--- config.mk ---
export PLATFORM = sky130hd
export DESIGN_NAME = xoshiro256_plus_byte_generator_unit
export DESIGN_NICKNAME = d
export VERILOG_FILES = /design/src/design/xbg_pkg.sv /design/src/design/xbg_ctrl.sv /design/src/design/xbg_datapath.sv /design/src/design/xoshiro256_plus_byte_generator_unit.sv
export SDC_FILE = /design/constraint.sdc
export NUM_CORES = 1
export LEC_CHECK = 0
export ABC_CLOCK_PERIOD_IN_PS = 8650
export BUFFER_PORTS_ARGS = -buffer_cell sky130_fd_sc_hd__buf_4
export CORE_MARGIN = 1
export CORE_UTILIZATION = 25
export DETAILED_ROUTE_END_ITERATION = 10
export PLACE_DENSITY_LB_ADDON = 0.25
export SYNTH_ARGS = -nofsm -noshare
export SYNTH_HDL_FRONTEND = slang
export SYNTH_SLANG_ARGS = --single-unit
--- constraint.sdc ---
create_clock -name clk -period 8.65 [get_ports clk]
set_input_delay 0.865 -clock clk [delete_from_list [all_inputs] [get_ports clk]]
set_output_delay 0.865 -clock clk [all_outputs]
set_load 0.01 [all_outputs]
--- src/design/xbg_pkg.sv ---
// ---------------------------------------------------------------------------
// xbg_pkg
// Shared types and constants for the xoshiro256+ byte generator.
// ---------------------------------------------------------------------------
package xbg_pkg;

    // Defaults for the top-level parameters
    localparam int MAX_REQUEST_BYTES_DEF = 256;
    localparam int WARMUP_STEPS_DEF      = 100;

    // Request never yields more than 33 results
    localparam int HARD_BYTE_CAP = 263;

    // Field widths
    localparam int WORD_W   = 64;
    localparam int COUNT_W  = 9;
    localparam int VBYTES_W = 4;
    localparam int CHUNK_W  = 6;
    localparam int REST_W   = 3;
    localparam int WARM_W   = 7;
    localparam int ADDR_W   = 3;

    // Register map
    localparam logic [ADDR_W-1:0] ADDR_SEED_VALUE = 3'd0;

    // Byte counts of an output word
    localparam logic [VBYTES_W-1:0] VBYTES_NONE = 4'd0;
    localparam logic [VBYTES_W-1:0] VBYTES_FULL = 4'd8;

    // Controller to datapath commands
    typedef struct packed {
        logic                seed;    // load seed into word 0, clear the rest
        logic                step;    // advance the generator one step
        logic                load;    // capture a result in the output register
        logic [VBYTES_W-1:0] vbytes;  // valid low-order bytes of that result
        logic                last;    // final result of the transaction
    } xbg_cmd_t;

    // Datapath to controller status
    typedef struct packed {
        logic out_free;               // output register can take a result
    } xbg_status_t;

endpackage

--- src/design/xbg_ctrl.sv ---
// ---------------------------------------------------------------------------
// xbg_ctrl
// Request sequencer: seeding, warm-up and word emission control.
// ---------------------------------------------------------------------------
module xbg_ctrl #(
    parameter int MaxRequestBytes = xbg_pkg::MAX_REQUEST_BYTES_DEF,
    parameter int WarmupSteps     = xbg_pkg::WARMUP_STEPS_DEF
) (
    input  logic                         clk,
    input  logic                         rst_n,
    input  logic                         req_valid,
    output logic                         req_stall,
    input  logic [xbg_pkg::COUNT_W-1:0]  byte_count,
    input  logic                         secure_only,
    input  xbg_pkg::xbg_status_t         status,
    output xbg_pkg::xbg_cmd_t            cmd
);

    localparam int CapBytes = (MaxRequestBytes < xbg_pkg::HARD_BYTE_CAP) ?
                              MaxRequestBytes : xbg_pkg::HARD_BYTE_CAP;
    localparam logic [xbg_pkg::COUNT_W-1:0] CapCount = xbg_pkg::COUNT_W'(CapBytes);
    localparam logic [xbg_pkg::WARM_W-1:0]  WarmLast =
        xbg_pkg::WARM_W'((WarmupSteps > 0) ? (WarmupSteps - 1) : 0);

    typedef enum logic [2:0] {
        ST_IDLE,
        ST_EMPTY,
        ST_SEED,
        ST_WARM,
        ST_EMIT
    } state_t;

    state_t                        state_reg, state_next;
    logic                          seeded_reg, seeded_next;
    logic [xbg_pkg::WARM_W-1:0]    warm_cnt_reg, warm_cnt_next;
    logic [xbg_pkg::REST_W-1:0]    rest_reg, rest_next;
    logic [xbg_pkg::CHUNK_W-1:0]   chunks_reg, chunks_next;
    logic [xbg_pkg::COUNT_W-1:0]   eff_count;
    logic                          accept;
    logic                          rest_pend;
    logic                          last_now;

    // Saturate the requested count
    assign eff_count = (byte_count > CapCount) ? CapCount : byte_count;
    assign accept    = req_valid && (state_reg == ST_IDLE);
    assign req_stall = (state_reg != ST_IDLE);

    // Partial word goes first, last flag on the final word
    assign rest_pend = (rest_reg != '0);
    assign last_now  = rest_pend ? (chunks_reg == '0)
                                 : (chunks_reg == xbg_pkg::CHUNK_W'(1));

    // Next state and commands
    always_comb
    begin
        state_next    = state_reg;
        seeded_next   = seeded_reg;
        warm_cnt_next = warm_cnt_reg;
        rest_next     = rest_reg;
        chunks_next   = chunks_reg;
        cmd           = '0;
        unique case (state_reg)
            ST_IDLE:
            begin
                if (accept)
                begin
                    rest_next   = eff_count[xbg_pkg::REST_W-1:0];
                    chunks_next = eff_count[xbg_pkg::COUNT_W-1:xbg_pkg::REST_W];
                    if (secure_only || (eff_count == '0))
                        state_next = ST_EMPTY;
                    else if (!seeded_reg)
                        state_next = ST_SEED;
                    else
                        state_next = ST_EMIT;
                end
            end
            ST_EMPTY:
            begin
                if (status.out_free)
                begin
                    cmd.load   = 1'b1;
                    cmd.vbytes = xbg_pkg::VBYTES_NONE;
                    cmd.last   = 1'b1;
                    state_next = ST_IDLE;
                end
            end
            ST_SEED:
            begin
                cmd.seed      = 1'b1;
                seeded_next   = 1'b1;
                warm_cnt_next = '0;
                state_next    = (WarmupSteps > 0) ? ST_WARM : ST_EMIT;
            end
            ST_WARM:
            begin
                cmd.step      = 1'b1;
                warm_cnt_next = warm_cnt_reg + 1'b1;
                if (warm_cnt_reg == WarmLast)
                    state_next = ST_EMIT;
            end
            ST_EMIT:
            begin
                if (status.out_free)
                begin
                    cmd.step   = 1'b1;
                    cmd.load   = 1'b1;
                    cmd.last   = last_now;
                    if (rest_pend)
                    begin
                        cmd.vbytes = {1'b0, rest_reg};
                        rest_next  = '0;
                    end
                    else
                    begin
                        cmd.vbytes  = xbg_pkg::VBYTES_FULL;
                        chunks_next = chunks_reg - 1'b1;
                    end
                    if (last_now)
                        state_next = ST_IDLE;
                end
            end
            default:
            begin
                state_next = ST_IDLE;
            end
        endcase
    end

    // State and control registers
    always_ff @(posedge clk or negedge rst_n)
    begin
        if (!rst_n)
        begin
            state_reg    <= ST_IDLE;
            seeded_reg   <= 1'b0;
            warm_cnt_reg <= '0;
            rest_reg     <= '0;
            chunks_reg   <= '0;
        end
        else
        begin
            state_reg    <= state_next;
            seeded_reg   <= seeded_next;
            warm_cnt_reg <= warm_cnt_next;
            rest_reg     <= rest_next;
            chunks_reg   <= chunks_next;
        end
    end

endmodule

--- src/design/xbg_datapath.sv ---
// ---------------------------------------------------------------------------
// xbg_datapath
// Generator state words, xoshiro256+ step and output register.
// ---------------------------------------------------------------------------
module xbg_datapath (
    input  logic                          clk,
    input  logic                          rst_n,
    input  xbg_pkg::xbg_cmd_t             cmd,
    output xbg_pkg::xbg_status_t          status,
    input  logic [xbg_pkg::WORD_W-1:0]    seed_value,
    output logic                          rsp_valid,
    input  logic                          rsp_stall,
    output logic [xbg_pkg::WORD_W-1:0]    random_word,
    output logic [xbg_pkg::VBYTES_W-1:0]  valid_bytes,
    output logic                          last_word
);

    localparam int W = xbg_pkg::WORD_W;

    logic [W-1:0]                  s0_reg, s1_reg, s2_reg, s3_reg;
    logic [W-1:0]                  s0_next, s1_next, s2_next, s3_next;
    logic [W-1:0]                  x2, x3, x1, x0, t;
    logic [W-1:0]                  sum;
    logic [W-1:0]                  masked;
    logic                          rsp_valid_reg;
    logic [W-1:0]                  word_reg;
    logic [xbg_pkg::VBYTES_W-1:0]  vbytes_reg;
    logic                          last_reg;

    // Output of the step and the xor/shift/rotate update
    assign sum = s0_reg + s3_reg;
    assign t   = s1_reg << 17;
    assign x2  = s2_reg ^ s0_reg;
    assign x3  = s3_reg ^ s1_reg;
    assign x1  = s1_reg ^ x2;
    assign x0  = s0_reg ^ x3;

    // Keep only the valid low-order bytes
    always_comb
    begin
        for (int i = 0; i < 8; i++)
            masked[8*i +: 8] = (xbg_pkg::VBYTES_W'(i) < cmd.vbytes) ? sum[8*i +: 8] : 8'h00;
    end

    // Next generator state
    always_comb
    begin
        s0_next = s0_reg;
        s1_next = s1_reg;
        s2_next = s2_reg;
        s3_next = s3_reg;
        priority if (cmd.seed)
        begin
            s0_next = seed_value;
            s1_next = '0;
            s2_next = '0;
            s3_next = '0;
        end
        else if (cmd.step)
        begin
            s0_next = x0;
            s1_next = x1;
            s2_next = x2 ^ t;
            s3_next = {x3[W-46:0], x3[W-1:W-45]};
        end
    end

    // Generator words
    always_ff @(posedge clk or negedge rst_n)
    begin
        if (!rst_n)
        begin
            s0_reg <= '0;
            s1_reg <= '0;
            s2_reg <= '0;
            s3_reg <= '0;
        end
        else
        begin
            s0_reg <= s0_next;
            s1_reg <= s1_next;
            s2_reg <= s2_next;
            s3_reg <= s3_next;
        end
    end

    // Output register
    assign status.out_free = !rsp_valid_reg || !rsp_stall;

    always_ff @(posedge clk or negedge rst_n)
    begin
        if (!rst_n)
            rsp_valid_reg <= 1'b0;
        else if (cmd.load)
            rsp_valid_reg <= 1'b1;
        else if (!rsp_stall)
            rsp_valid_reg <= 1'b0;
    end

    always_ff @(posedge clk)
    begin
        if (cmd.load)
        begin
            word_reg   <= masked;
            vbytes_reg <= cmd.vbytes;
            last_reg   <= cmd.last;
        end
    end

    assign rsp_valid   = rsp_valid_reg;
    assign random_word = word_reg;
    assign valid_bytes = vbytes_reg;
    assign last_word   = last_reg;

endmodule

--- src/design/xoshiro256_plus_byte_generator_unit.sv ---
// ---------------------------------------------------------------------------
// xoshiro256_plus_byte_generator_unit
// Xoshiro256+ generator answering requests for random bytes.
// ---------------------------------------------------------------------------
// Request channel (req_valid/req_stall): byte_count and secure_only. One
// request is taken at a time; req_stall is high from acceptance until the
// last result of the transaction has been loaded into the output register.
// Response channel (rsp_valid/rsp_stall): random_word, valid_bytes and
// last_word. A request of N bytes, N capped at the smaller of MaxRequestBytes
// and 263, gives a partial word of N mod 8 bytes, if nonzero, then N/8 full
// words; secure_only or N = 0 gives one empty word. After acceptance the
// controller loads one word per cycle into the output register while the
// receiver does not stall, one generator step each. The first request that
// steps the generator after reset adds a seeding step and WarmupSteps
// warm-up steps. Reset clears the generator words, the seed register and the
// seeded flag. While the receiver stalls, the output register holds its word
// and the generator takes no emission step. The seed register is written
// over the APB port at byte address 0 and read back on prdata.
// ---------------------------------------------------------------------------
module xoshiro256_plus_byte_generator_unit #(
    parameter int MaxRequestBytes = xbg_pkg::MAX_REQUEST_BYTES_DEF,
    parameter int WarmupSteps     = xbg_pkg::WARMUP_STEPS_DEF
) (
    input  logic                          clk,
    input  logic                          rst_n,
    input  logic                          psel,
    input  logic                          penable,
    input  logic                          pwrite,
    input  logic [xbg_pkg::ADDR_W-1:0]    paddr,
    input  logic [xbg_pkg::WORD_W-1:0]    pwdata,
    output logic [xbg_pkg::WORD_W-1:0]    prdata,
    output logic                          pready,
    input  logic                          req_valid,
    output logic                          req_stall,
    input  logic [xbg_pkg::COUNT_W-1:0]   byte_count,
    input  logic                          secure_only,
    output logic                          rsp_valid,
    input  logic                          rsp_stall,
    output logic [xbg_pkg::WORD_W-1:0]    random_word,
    output logic [xbg_pkg::VBYTES_W-1:0]  valid_bytes,
    output logic                          last_word
);

    logic [xbg_pkg::WORD_W-1:0] seed_value_reg;
    xbg_pkg::xbg_cmd_t          cmd;
    xbg_pkg::xbg_status_t       status;

    // Seed register
    assign pready = 1'b1;
    assign prdata = (paddr == xbg_pkg::ADDR_SEED_VALUE) ? seed_value_reg : '0;

    always_ff @(posedge clk or negedge rst_n)
    begin
        if (!rst_n)
            seed_value_reg <= '0;
        else if (psel && penable && pwrite && (paddr == xbg_pkg::ADDR_SEED_VALUE))
            seed_value_reg <= pwdata;
    end

    xbg_ctrl #(
        .MaxRequestBytes (MaxRequestBytes),
        .WarmupSteps     (WarmupSteps)
    ) u_ctrl (
        .clk         (clk),
        .rst_n       (rst_n),
        .req_valid   (req_valid),
        .req_stall   (req_stall),
        .byte_count  (byte_count),
        .secure_only (secure_only),
        .status      (status),
        .cmd         (cmd)
    );

    xbg_datapath u_datapath (
        .clk         (clk),
        .rst_n       (rst_n),
        .cmd         (cmd),
        .status      (status),
        .seed_value  (seed_value_reg),
        .rsp_valid   (rsp_valid),
        .rsp_stall   (rsp_stall),
        .random_word (random_word),
        .valid_bytes (valid_bytes),
        .last_word   (last_word)
    );

endmodule

Word-level counts from Yosys, hierarchy flattened
Index checks and enable logic that the tools add are counted.
- output and inout bits: 136
- register bits after elaboration: 410
- input bits: 84
- bitwise logic cells: 5
- reduce and logical (&&, ||, !) cells: 20
- eq/ne operators: 14
- $lt $le $gt $ge: 9
- $add $sub $neg: 3
- muxes and demuxes: 36
- operators by type and width (operator ; count):
    2-to-1 mux 64 bit ; 9
    XOR 64 bit ; 5
    adder 64 bit ; 1
    2-to-1 mux 3 bit ; 10
    2-to-1 mux 6 bit ; 4
    one-hot mux 6 bit (2 select lines) ; 2
    < comparator 3 x 4 -> 1 bit, first input constant ; 4
    one-hot mux 3 bit (5 select lines) ; 1
    one-hot mux 7 bit (2 select lines) ; 1
    != test 2 x 1 -> 1 bit, second input constant ; 5
    greater-than comparator 9 bit, second input constant ; 1
    logical NOT 9 bit ; 1
    2-to-1 mux 9 bit ; 1
    < comparator 1 x 4 -> 1 bit, first input constant ; 2
    < comparator 2 x 4 -> 1 bit, first input constant ; 2
    AND reduction 4 bit ; 2
    adder 7 x 1 -> 7 bit, second input constant ; 1
    == test 7 bit, second input constant ; 1
    2-to-1 mux 7 bit ; 1
    == test 3 x 2 -> 1 bit, second input constant ; 2
    == test 6 x 1 -> 1 bit, second input constant ; 1
    logical NOT 3 bit ; 2
    logical NOT 6 bit ; 1
    != test 2 bit, second input constant ; 3
    other kinds (13) ; 24

Longest topological paths before layout
Gate-level depths: netlist of run 1.
- depth after elaboration: 7
- mapped depth: 13
- depth with buffers taken out: 13

Cells and area by module
From an unflattened synthesis of run 1, not the netlist that was laid out.
- cell total of the unflattened synthesis: 2369
- area total of the unflattened synthesis: 23228.5 um2
- by module, submodules not included (module ; cells each ; instances ; sequential area each (um2) ; area each (um2)):
    xbg_datapath ; 2014 ; 1 ; 8503.2 ; 18785.5
    xoshiro256_plus_byte_generator_unit ; 210 ; 1 ; 1601.5 ; 3146.8
    xbg_ctrl ; 145 ; 1 ; 500.5 ; 1296.2

Worst setup path before layout of run 1
Ideal clock, no wire load.
- path kind: input port to flip-flop
- from: input port rsp_stall
- to: register u_datapath.last_reg, in the netlist u_datapath.last_word (enable)
- stages on the path: 2
- path slack: 2.286 ns
- data arrival time: 5.783 ns
- required time: 8.069 ns
- path through: and2_1 > nor3_1
- RTL lines (item ; line ; RTL):
    start: declaration ; xoshiro256_plus_byte_generator_unit.sv:38 ; input logic rsp_stall,
    end signal: assignment ; xbg_datapath.sv:106 ; last_reg <= cmd.last;
    end: declaration ; xbg_datapath.sv:28 ; logic last_reg;

Final worst setup path of run 1
- from: register u_datapath.s0_reg[0]
- to: register u_datapath.word_reg[58], in the netlist u_datapath.random_word[58] (data pin)
- longest elaborated chain between the ends: 1
- RTL lines (item ; line ; RTL):
    start: declaration ; xbg_datapath.sv:20 ; logic [W-1:0] s0_reg, s1_reg, s2_reg, s3_reg;
    start signal: assignment ; xbg_datapath.sv:80 ; s0_reg <= s0_next;
    adder 64 bit ; xbg_datapath.sv:31 ; assign sum = s0_reg + s3_reg;
    end signal: assignment ; xbg_datapath.sv:104 ; word_reg <= masked;
    end: declaration ; xbg_datapath.sv:26 ; logic [W-1:0] word_reg;
Every way passes these cells.
A chain may end at the register's enable or synchronous reset.

==> results of run 1 <==
stage by stage:
step / power [mW] / hold WS (ns) / area (um2) / setup slack, ns
3_5_place_dp: 8.99 / 0.483 / 25400 / 4.54
3_3_place_gp: 8.96 / 0.473 / 25400 / 4.61
6_report: 11.1 / 0.168 / 27100 / 4.55
5_1_grt: 12.0 / 0.213 / 27100 / 4.15
2_1_floorplan: 7.08 / 0.439 / 22600 / 2.29
4_1_cts: 11.2 / 0.204 / 27100 / 4.51
how the worst max path moves through the flow:
stage                                     start                                  endpoint  slack (ns)  cells past startpoint
2_1_floorplan                         rsp_stall            u_datapath.last_word$_DFFE_PP_        2.29                      2
5_1_grt        u_datapath.s0_reg[0]$_DFFE_PN0P_  u_datapath.random_word[58]$_SDFFCE_PN0P_        4.15                     13
3_3_place_gp   u_datapath.s0_reg[0]$_DFFE_PN0P_  u_datapath.random_word[62]$_SDFFCE_PN0P_        4.61                     13
4_1_cts        u_datapath.s0_reg[0]$_DFFE_PN0P_  u_datapath.random_word[58]$_SDFFCE_PN0P_        4.51                     13
6_report       u_datapath.s0_reg[0]$_DFFE_PN0P_  u_datapath.random_word[58]$_SDFFCE_PN0P_        4.55                     13
3_5_place_dp   u_datapath.s0_reg[0]$_DFFE_PN0P_  u_datapath.random_word[58]$_SDFFCE_PN0P_        4.54                     13
routing by layer:
layer  vias up  global-route usage, %  share of wire [%]  routed length [um]
li1       8866                      -                  -                   -
met1      9006                   23.6                 48               36600
met5         -                      0                  0                   0
met3        97                   2.45                5.0                3760
met4         0                   4.89                2.7                2060
met2       448                   24.7                 44               33200
cells by family (layout without fill, tap and decap cells):
logic type,Yosys count,after routing,synth area share (%)
other,1,1,0.0166
adders and majority gates,67,67,3.74
buffers and inverters,178,371,3.05
DFF,410,410,46.9
xor gates and xnor gates,229,229,8.86
AOI/OAI and AO/OA,760,760,19.6
muxes,71,71,3.51
and+or+nand+nor,703,703,14.3
synth_stat cells, drive strengths merged (5+ instances only):
cell type	instances
o22ai	26
and2	69
inv	44
mux2	66
nor2	232
nor3	33
xor2	78
and3	10
o31ai	20
nor3b	5
edfxtp	69
or3	72
a211o	39
o21bai	20
clkbuf	120
nand4	23
o21ai	330
dfrtp	341
a21o	25
ha	66
nor2b	5
a31oi	28
buf	14
xnor2	151
mux2i	5
a22o	6
nor4	5
nand2	213
a21oi	225
or2	5
nand3	21
a41oi	5
o21a	10
area by class of cell:
class                      count  area [um2]  area share [%]
clock buffer                  74        1500            5.55
clock inverter                22         205           0.757
inverter                      44         165           0.609
multi-input combinational   1831       11400            42.0
sequential                   410       10600            39.1
tap                         1165        1460            5.38
timing repair buffer         231        1780            6.57
power by group:
group	internal (mW)	switching, mW
Combinational	2.00	3.03
Sequential	2.85	1.07
Clock	1.27	0.915
Total	6.12	5.02
critical path, stage by stage (launching register included):
cell and delay [ns]:
dfrtp_1 0.44, ha_1 0.23, fa_1 0.41, a21oi_1 0.23, o21ai_1 0.11, a21oi_1 0.35
o21ai_1 0.23, a2111oi_2 0.49, o21ai_1 0.25, a41oi_2 0.43, o211ai_1 0.22, o21a_1 0.21
nor2_1 0.13, mux2i_1 0.22
==> results_dict.tcl, run 1 <==
set metrics [dict create \
    status "complete, no violations" \
    dp_hpwl_um 54000 \
    rsz0062_at_grt "no" \
    r2r_cells 13 \
    syn_avg_cell_area_um2 9.35 \
    io_pins 220 \
    drv_cap 0 \
    core-area_um2 89100 \
    timing.slew.headroom_pct 26.6 \
    final_cell_mix "dfrtp_1, o21ai_0, nor2_1" \
    fin_crit_sh_pct 47.4 \
    ys_warn_count 0 \
    tritoncts "done" \
    worst_pin_slew_ns 1.10 \
    r2r_end "u_datapath.random_word[58]$_SDFFCE_PN0P_" \
    setup_viol 0 \
    viasPerCell 4.88 \
    critPathMaxFanout 6 \
    cts-buffers-inserted 52 \
    synth.area.top_cells "dfrtp_1, edfxtp_1, o21ai_0" \
    drtAntennaViolNets 0 \
    synthToLayoutAreaGrowth_pct 19.8 \
    numClockSinks 410 \
    antenna_found_initial 3 \
    drt_first_pass_iters 5 \
    num_antenna_cells 0 \
    grt_pass1_wl_um 112000 \
    synth-seq-cells 410 \
    path_class "reg2reg" \
    cts_root_buf "clkbuf_16" \
    syn-num-nets 2570 \
    slew_violations 0 \
    p_leak_nw 11.3 \
    place.gp.congestion 0.861 \
    path_clk_slew_ns 0.06 \
    synthFlopType "dfrtp_1" \
    stdcell_count 3777 \
    die_area_um2 91700 \
    fin_tns_setup_ns 0 \
    hold_buffers 0 \
    final.fill_count 9338 \
    syn_area_um2 22600 \
    die_x_um 303 \
    grt_pass1_vias 17400 \
    layout_commonest_cell "dfrtp_1" \
    cp_data_arrival_time_ns 4.56 \
    synth_top_area_share_pct 37.7 \
    synth_seq_area_share_pct 46.9 \
    fmax_mhz 244 \
    ff2ff_setup_slack_ns 4.55 \
    hold_violations 0 \
    avgRoutedWirePerCell_um 20.0 \
    vias 18400 \
    async_reset_ff_share_pct 83.2 \
    wl_um 75600 \
    min_period_ns 4.10 \
    dp.cells 3681 \
    final_util_pct 30.4 \
    nets 2721 \
    powerDensity_nw_per_um2 411 \
    cts_setup_buffers 0 \
    synthCells 2419 \
    postCtsResizedCells 0 \
    end_kind "register" \
    num_rows 109 \
    htree_levels 2 \
    finClkSkew_ns 0.0250 \
    worstSetupStartpointType "register" \
    grt.total_usage_pct 16.2 \
    overflow 0 \
    drc 0 \
    portBuffers 218 \
    drive_gt1_share_pct 15.5 \
    drt_iter0_markers 1273 \
    cts_buffer_depth 3 \
    yosysTopAreaCell "dfrtp_1" \
    clk_latency_ns 0.63 \
    hp-class "in2async" \
    cp.required_ns 9.11 \
    floorplan.initialDensity_pct 25.4 \
    synth-edff-count 69 \
    grt_max_degree 235 \
    vdd_ir_drop_max_mv 0.141 \
    rr_startpoint "u_datapath.s0_reg[0]$_DFFE_PN0P_" \
    synth.distinct_cells 77 \
    die_h_um 303 \
]
Power figures use the tool's default switching activity.
==> inputs of run 2 (changes only) <==
--- a/config.mk
+++ b/config.mk
@@ -5,7 +5,8 @@
 export SDC_FILE = /design/constraint.sdc
 export NUM_CORES = 1
 export LEC_CHECK = 0
-export ABC_CLOCK_PERIOD_IN_PS = 8650
+export ABC_AREA = 1
+export ABC_CLOCK_PERIOD_IN_PS = 4300
 export BUFFER_PORTS_ARGS = -buffer_cell sky130_fd_sc_hd__buf_4
 export CORE_MARGIN = 1
 export CORE_UTILIZATION = 25
==> constraint.sdc (replaced) <==
create_clock -name clk -period 4.3 [get_ports clk]
set_input_delay 0.43 -clock clk [delete_from_list [all_inputs] [get_ports clk]]
set_output_delay 0.43 -clock clk [all_outputs]
set_load 0.01 [all_outputs]
==> run 2 against run 1 <==
Clock power grew 110%. Register-to-register slack lost 2.9 ns. The flow now finishes with violations (design-rule violations). Critical path depth grew 1. Clock skew shrank 0.0018 ns. Final cell count grew 29%. Setup slack lost 2.9 ns. Synthesized cell count grew 36%. First-iteration DRC count grew 31%. Highest routed layer unchanged. Total power grew 140%. Clock-buffer cell count is the same.
==> results_dict.tcl, run 2 <==
set metrics [dict create \
    cts_setup_buffers 0 \
    cts_buffer_depth 3 \
    worst-path-buf-inv 0 \
    hold_violations 0 \
    drtAntennaViolNets 0 \
    grt.total_usage_pct 17.7 \
    synthFlopType "dfrtp_1" \
    path_class "reg2reg" \
    drc 35 \
    viasPerCell 4.44 \
    cp_data_arrival_time_ns 3.04 \
    rsz0062_at_grt "no" \
    overflow 0 \
    drt_first_pass_iters 8 \
    async_reset_ff_share_pct 83.2 \
    grt_pass1_wl_um 132000 \
    end_kind "register" \
    cts-buffers-inserted 52 \
    die_x_um 315 \
    antenna_found_initial 0 \
    nets 3704 \
    crit_top_cell "nand2_1" \
    finClkSkew_ns 0.0232 \
    synth-edff-count 69 \
    design_area_um2 29900 \
    place.gp.congestion 0.924 \
    powerDensity_nw_per_um2 885 \
    max_stage_delay_ns 0.43 \
    worstSetupStartpointType "register" \
    num_rows 114 \
    failed_checks "design-rule violations" \
    syn_avg_cell_area_um2 7.43 \
    tritoncts "done" \
    synth_seq_area_share_pct 43.4 \
    portBuffers 218 \
    ys_warn_count 0 \
    num_antenna_cells 0 \
    final.fill_count 10400 \
    vias 21700 \
    syn-num-nets 3442 \
    timing.slew.headroom_pct 37.1 \
    fin_crit_sh_pct 61.9 \
    yosys-top-cells-count "nand2_1, inv_1, dfrtp_1" \
    synthToLayoutAreaGrowth_pct 22.4 \
    setup_viol 0 \
    numClockSinks 410 \
    placed_area_um2 27500 \
    seqCellArea_um2 10600 \
    fin_tns_setup_ns 0 \
    p_leak_nw 15.3 \
    synth.distinct_cells 51 \
    critPathMaxFanout 4 \
    synthCells 3291 \
    die_h_um 315 \
    die_area_um2 99100 \
    synth_top_area_share_pct 34.9 \
    vdd_ir_drop_max_mv 0.574 \
    core-area_um2 96900 \
    final_cell_mix "nand2_1, inv_1, dfrtp_1" \
    status "finished with violations" \
    htree_levels 2 \
    wl_um 88000 \
    worstPathCellList "ha_1, fa_1, nand3_1, nand3_1, nand2_1, nand2_1, nand2_1, nand2_1, nand2_1, nand2_1, nand2_1, nand2_1, nor2_1, nor2_1" \
    fmax_mhz 376 \
    synth.area.top_cells "dfrtp_1, nand2_1, edfxtp_1" \
    drt_iter0_markers 1667 \
    min_period_ns 2.66 \
    hp-class "in2reg" \
    cts_root_buf "clkbuf_16" \
    path_clk_slew_ns 0.06 \
    critical_path.slowest_cell "fa_1" \
    crit_family "simple AND/OR/NAND/NOR gates" \
    io_pins 220 \
    yosysTopAreaCell "dfrtp_1" \
    layout_commonest_cell "nand2_1" \
    cp.required_ns 4.68 \
    final_util_pct 30.9 \
    synth-seq-cells 410 \
    multiInputGateArea_um2 11400 \
    clk_latency_ns 0.63 \
    grt_pass1_vias 20600 \
    syn_area_um2 24500 \
    worst_pin_slew_ns 0.943 \
    drv_cap 0 \
    grt_max_degree 174 \
    floorplan.initialDensity_pct 25.2 \
    dp_hpwl_um 66900 \
    drive_gt1_share_pct 9.96 \
    synth.most_common_cell "nand2_1" \
    slew_violations 0 \
    avgRoutedWirePerCell_um 18.1 \
]
==> run 2: final cells by class <==
cell class | count | share of cell area [%]
clock buffer | 74 | 5.13
clock inverter | 23 | 0.803
tap | 1276 | 5.34
sequential | 410 | 35.4
timing repair buffer | 301 | 8.48
inverter | 547 | 6.88
multi-input combinational | 2241 | 37.9
==> run 2: tightest hold or removal path, stage by stage <==
cell and delay [ns]:
buf_4 0.08, nand2_1 0.04, o21ai_0 0.07
==> run 2: path summary, 6_finish.rpt <==
| kind | from | end | slack, ns | depth (start not counted) |
|---|---|---|---|---|
| max | u_datapath.s3_reg[0]$_DFFE_PN0P_ | u_datapath.random_word[58]$_SDFFCE_PN0P_ | 1.64 | 14 |
| max in group asynchronous | rst_n | u_ctrl.rest_reg[0]$_DFFE_PN0P_ | 2.72 | 3 |
| max reg2reg | u_datapath.s3_reg[0]$_DFFE_PN0P_ | u_datapath.random_word[58]$_SDFFCE_PN0P_ | 1.64 | 14 |
| min in group asynchronous | rst_n | seed_value_reg[22]$_DFFE_PN0P_ | 0.40 | 2 |
| min | pwdata[28] | seed_value_reg[28]$_DFFE_PN0P_ | 0.03 | 3 |
| min reg2reg | u_datapath.s2_reg[23]$_DFFE_PN0P_ | u_datapath.s2_reg[23]$_DFFE_PN0P_ | 0.51 | 2 |
==> run 2: metrics by stage <==
stage                     std cells  setup slack, ns  hold WS [ns]  power [mW]
after floorplan                3291             1.30         0.134        16.7
after global routing           4872             1.44        0.0331        28.7
final                          4872             1.64        0.0309        26.5
after CTS                      4872             1.66       0.00648        26.6
after detailed placement       4712             1.66         0.488        21.9
after global placement         4712             1.68         0.484        21.8
==> run 2: layer usage <==
metal | vias up | track usage [%] | part of all wire, %
li1 | 10900 | - | -
met1 | 10100 | 26.5 | 49
met2 | 599 | 26.4 | 42
met3 | 85 | 2.14 | 5.8
met4 | 0 | 5.00 | 2.6
met5 | - | 0 | 0
==> run 2: logic make-up (layout without fill, tap and decap cells) <==
group | Yosys count | after routing | share of synthesized area, %
XOR/XNOR | 203 | 203 | 7.27
AO/OA/AOI/OAI | 512 | 512 | 11.8
flip-flops | 410 | 410 | 43.4
adder cells (fa/ha/maj) | 67 | 67 | 3.46
AND/OR/NAND/NOR | 1458 | 1458 | 23.7
buffers and inverters | 640 | 945 | 10.3
other | 1 | 1 | 0.0153
==> run 2: repair_timing <==
item,CTS,global route
hold endpoints to repair,158,0
setup endpoints to repair,0,0
resized for setup,0,0
hold buffers,63,0
==> run 2: where the power goes <==
| part | internal (mW) | switching, mW | total, mW |
|---|---|---|---|
| Combinational | 4.81 | 9.35 | 14.2 |
| Sequential | 5.85 | 1.94 | 7.79 |
| Clock | 2.63 | 1.89 | 4.52 |
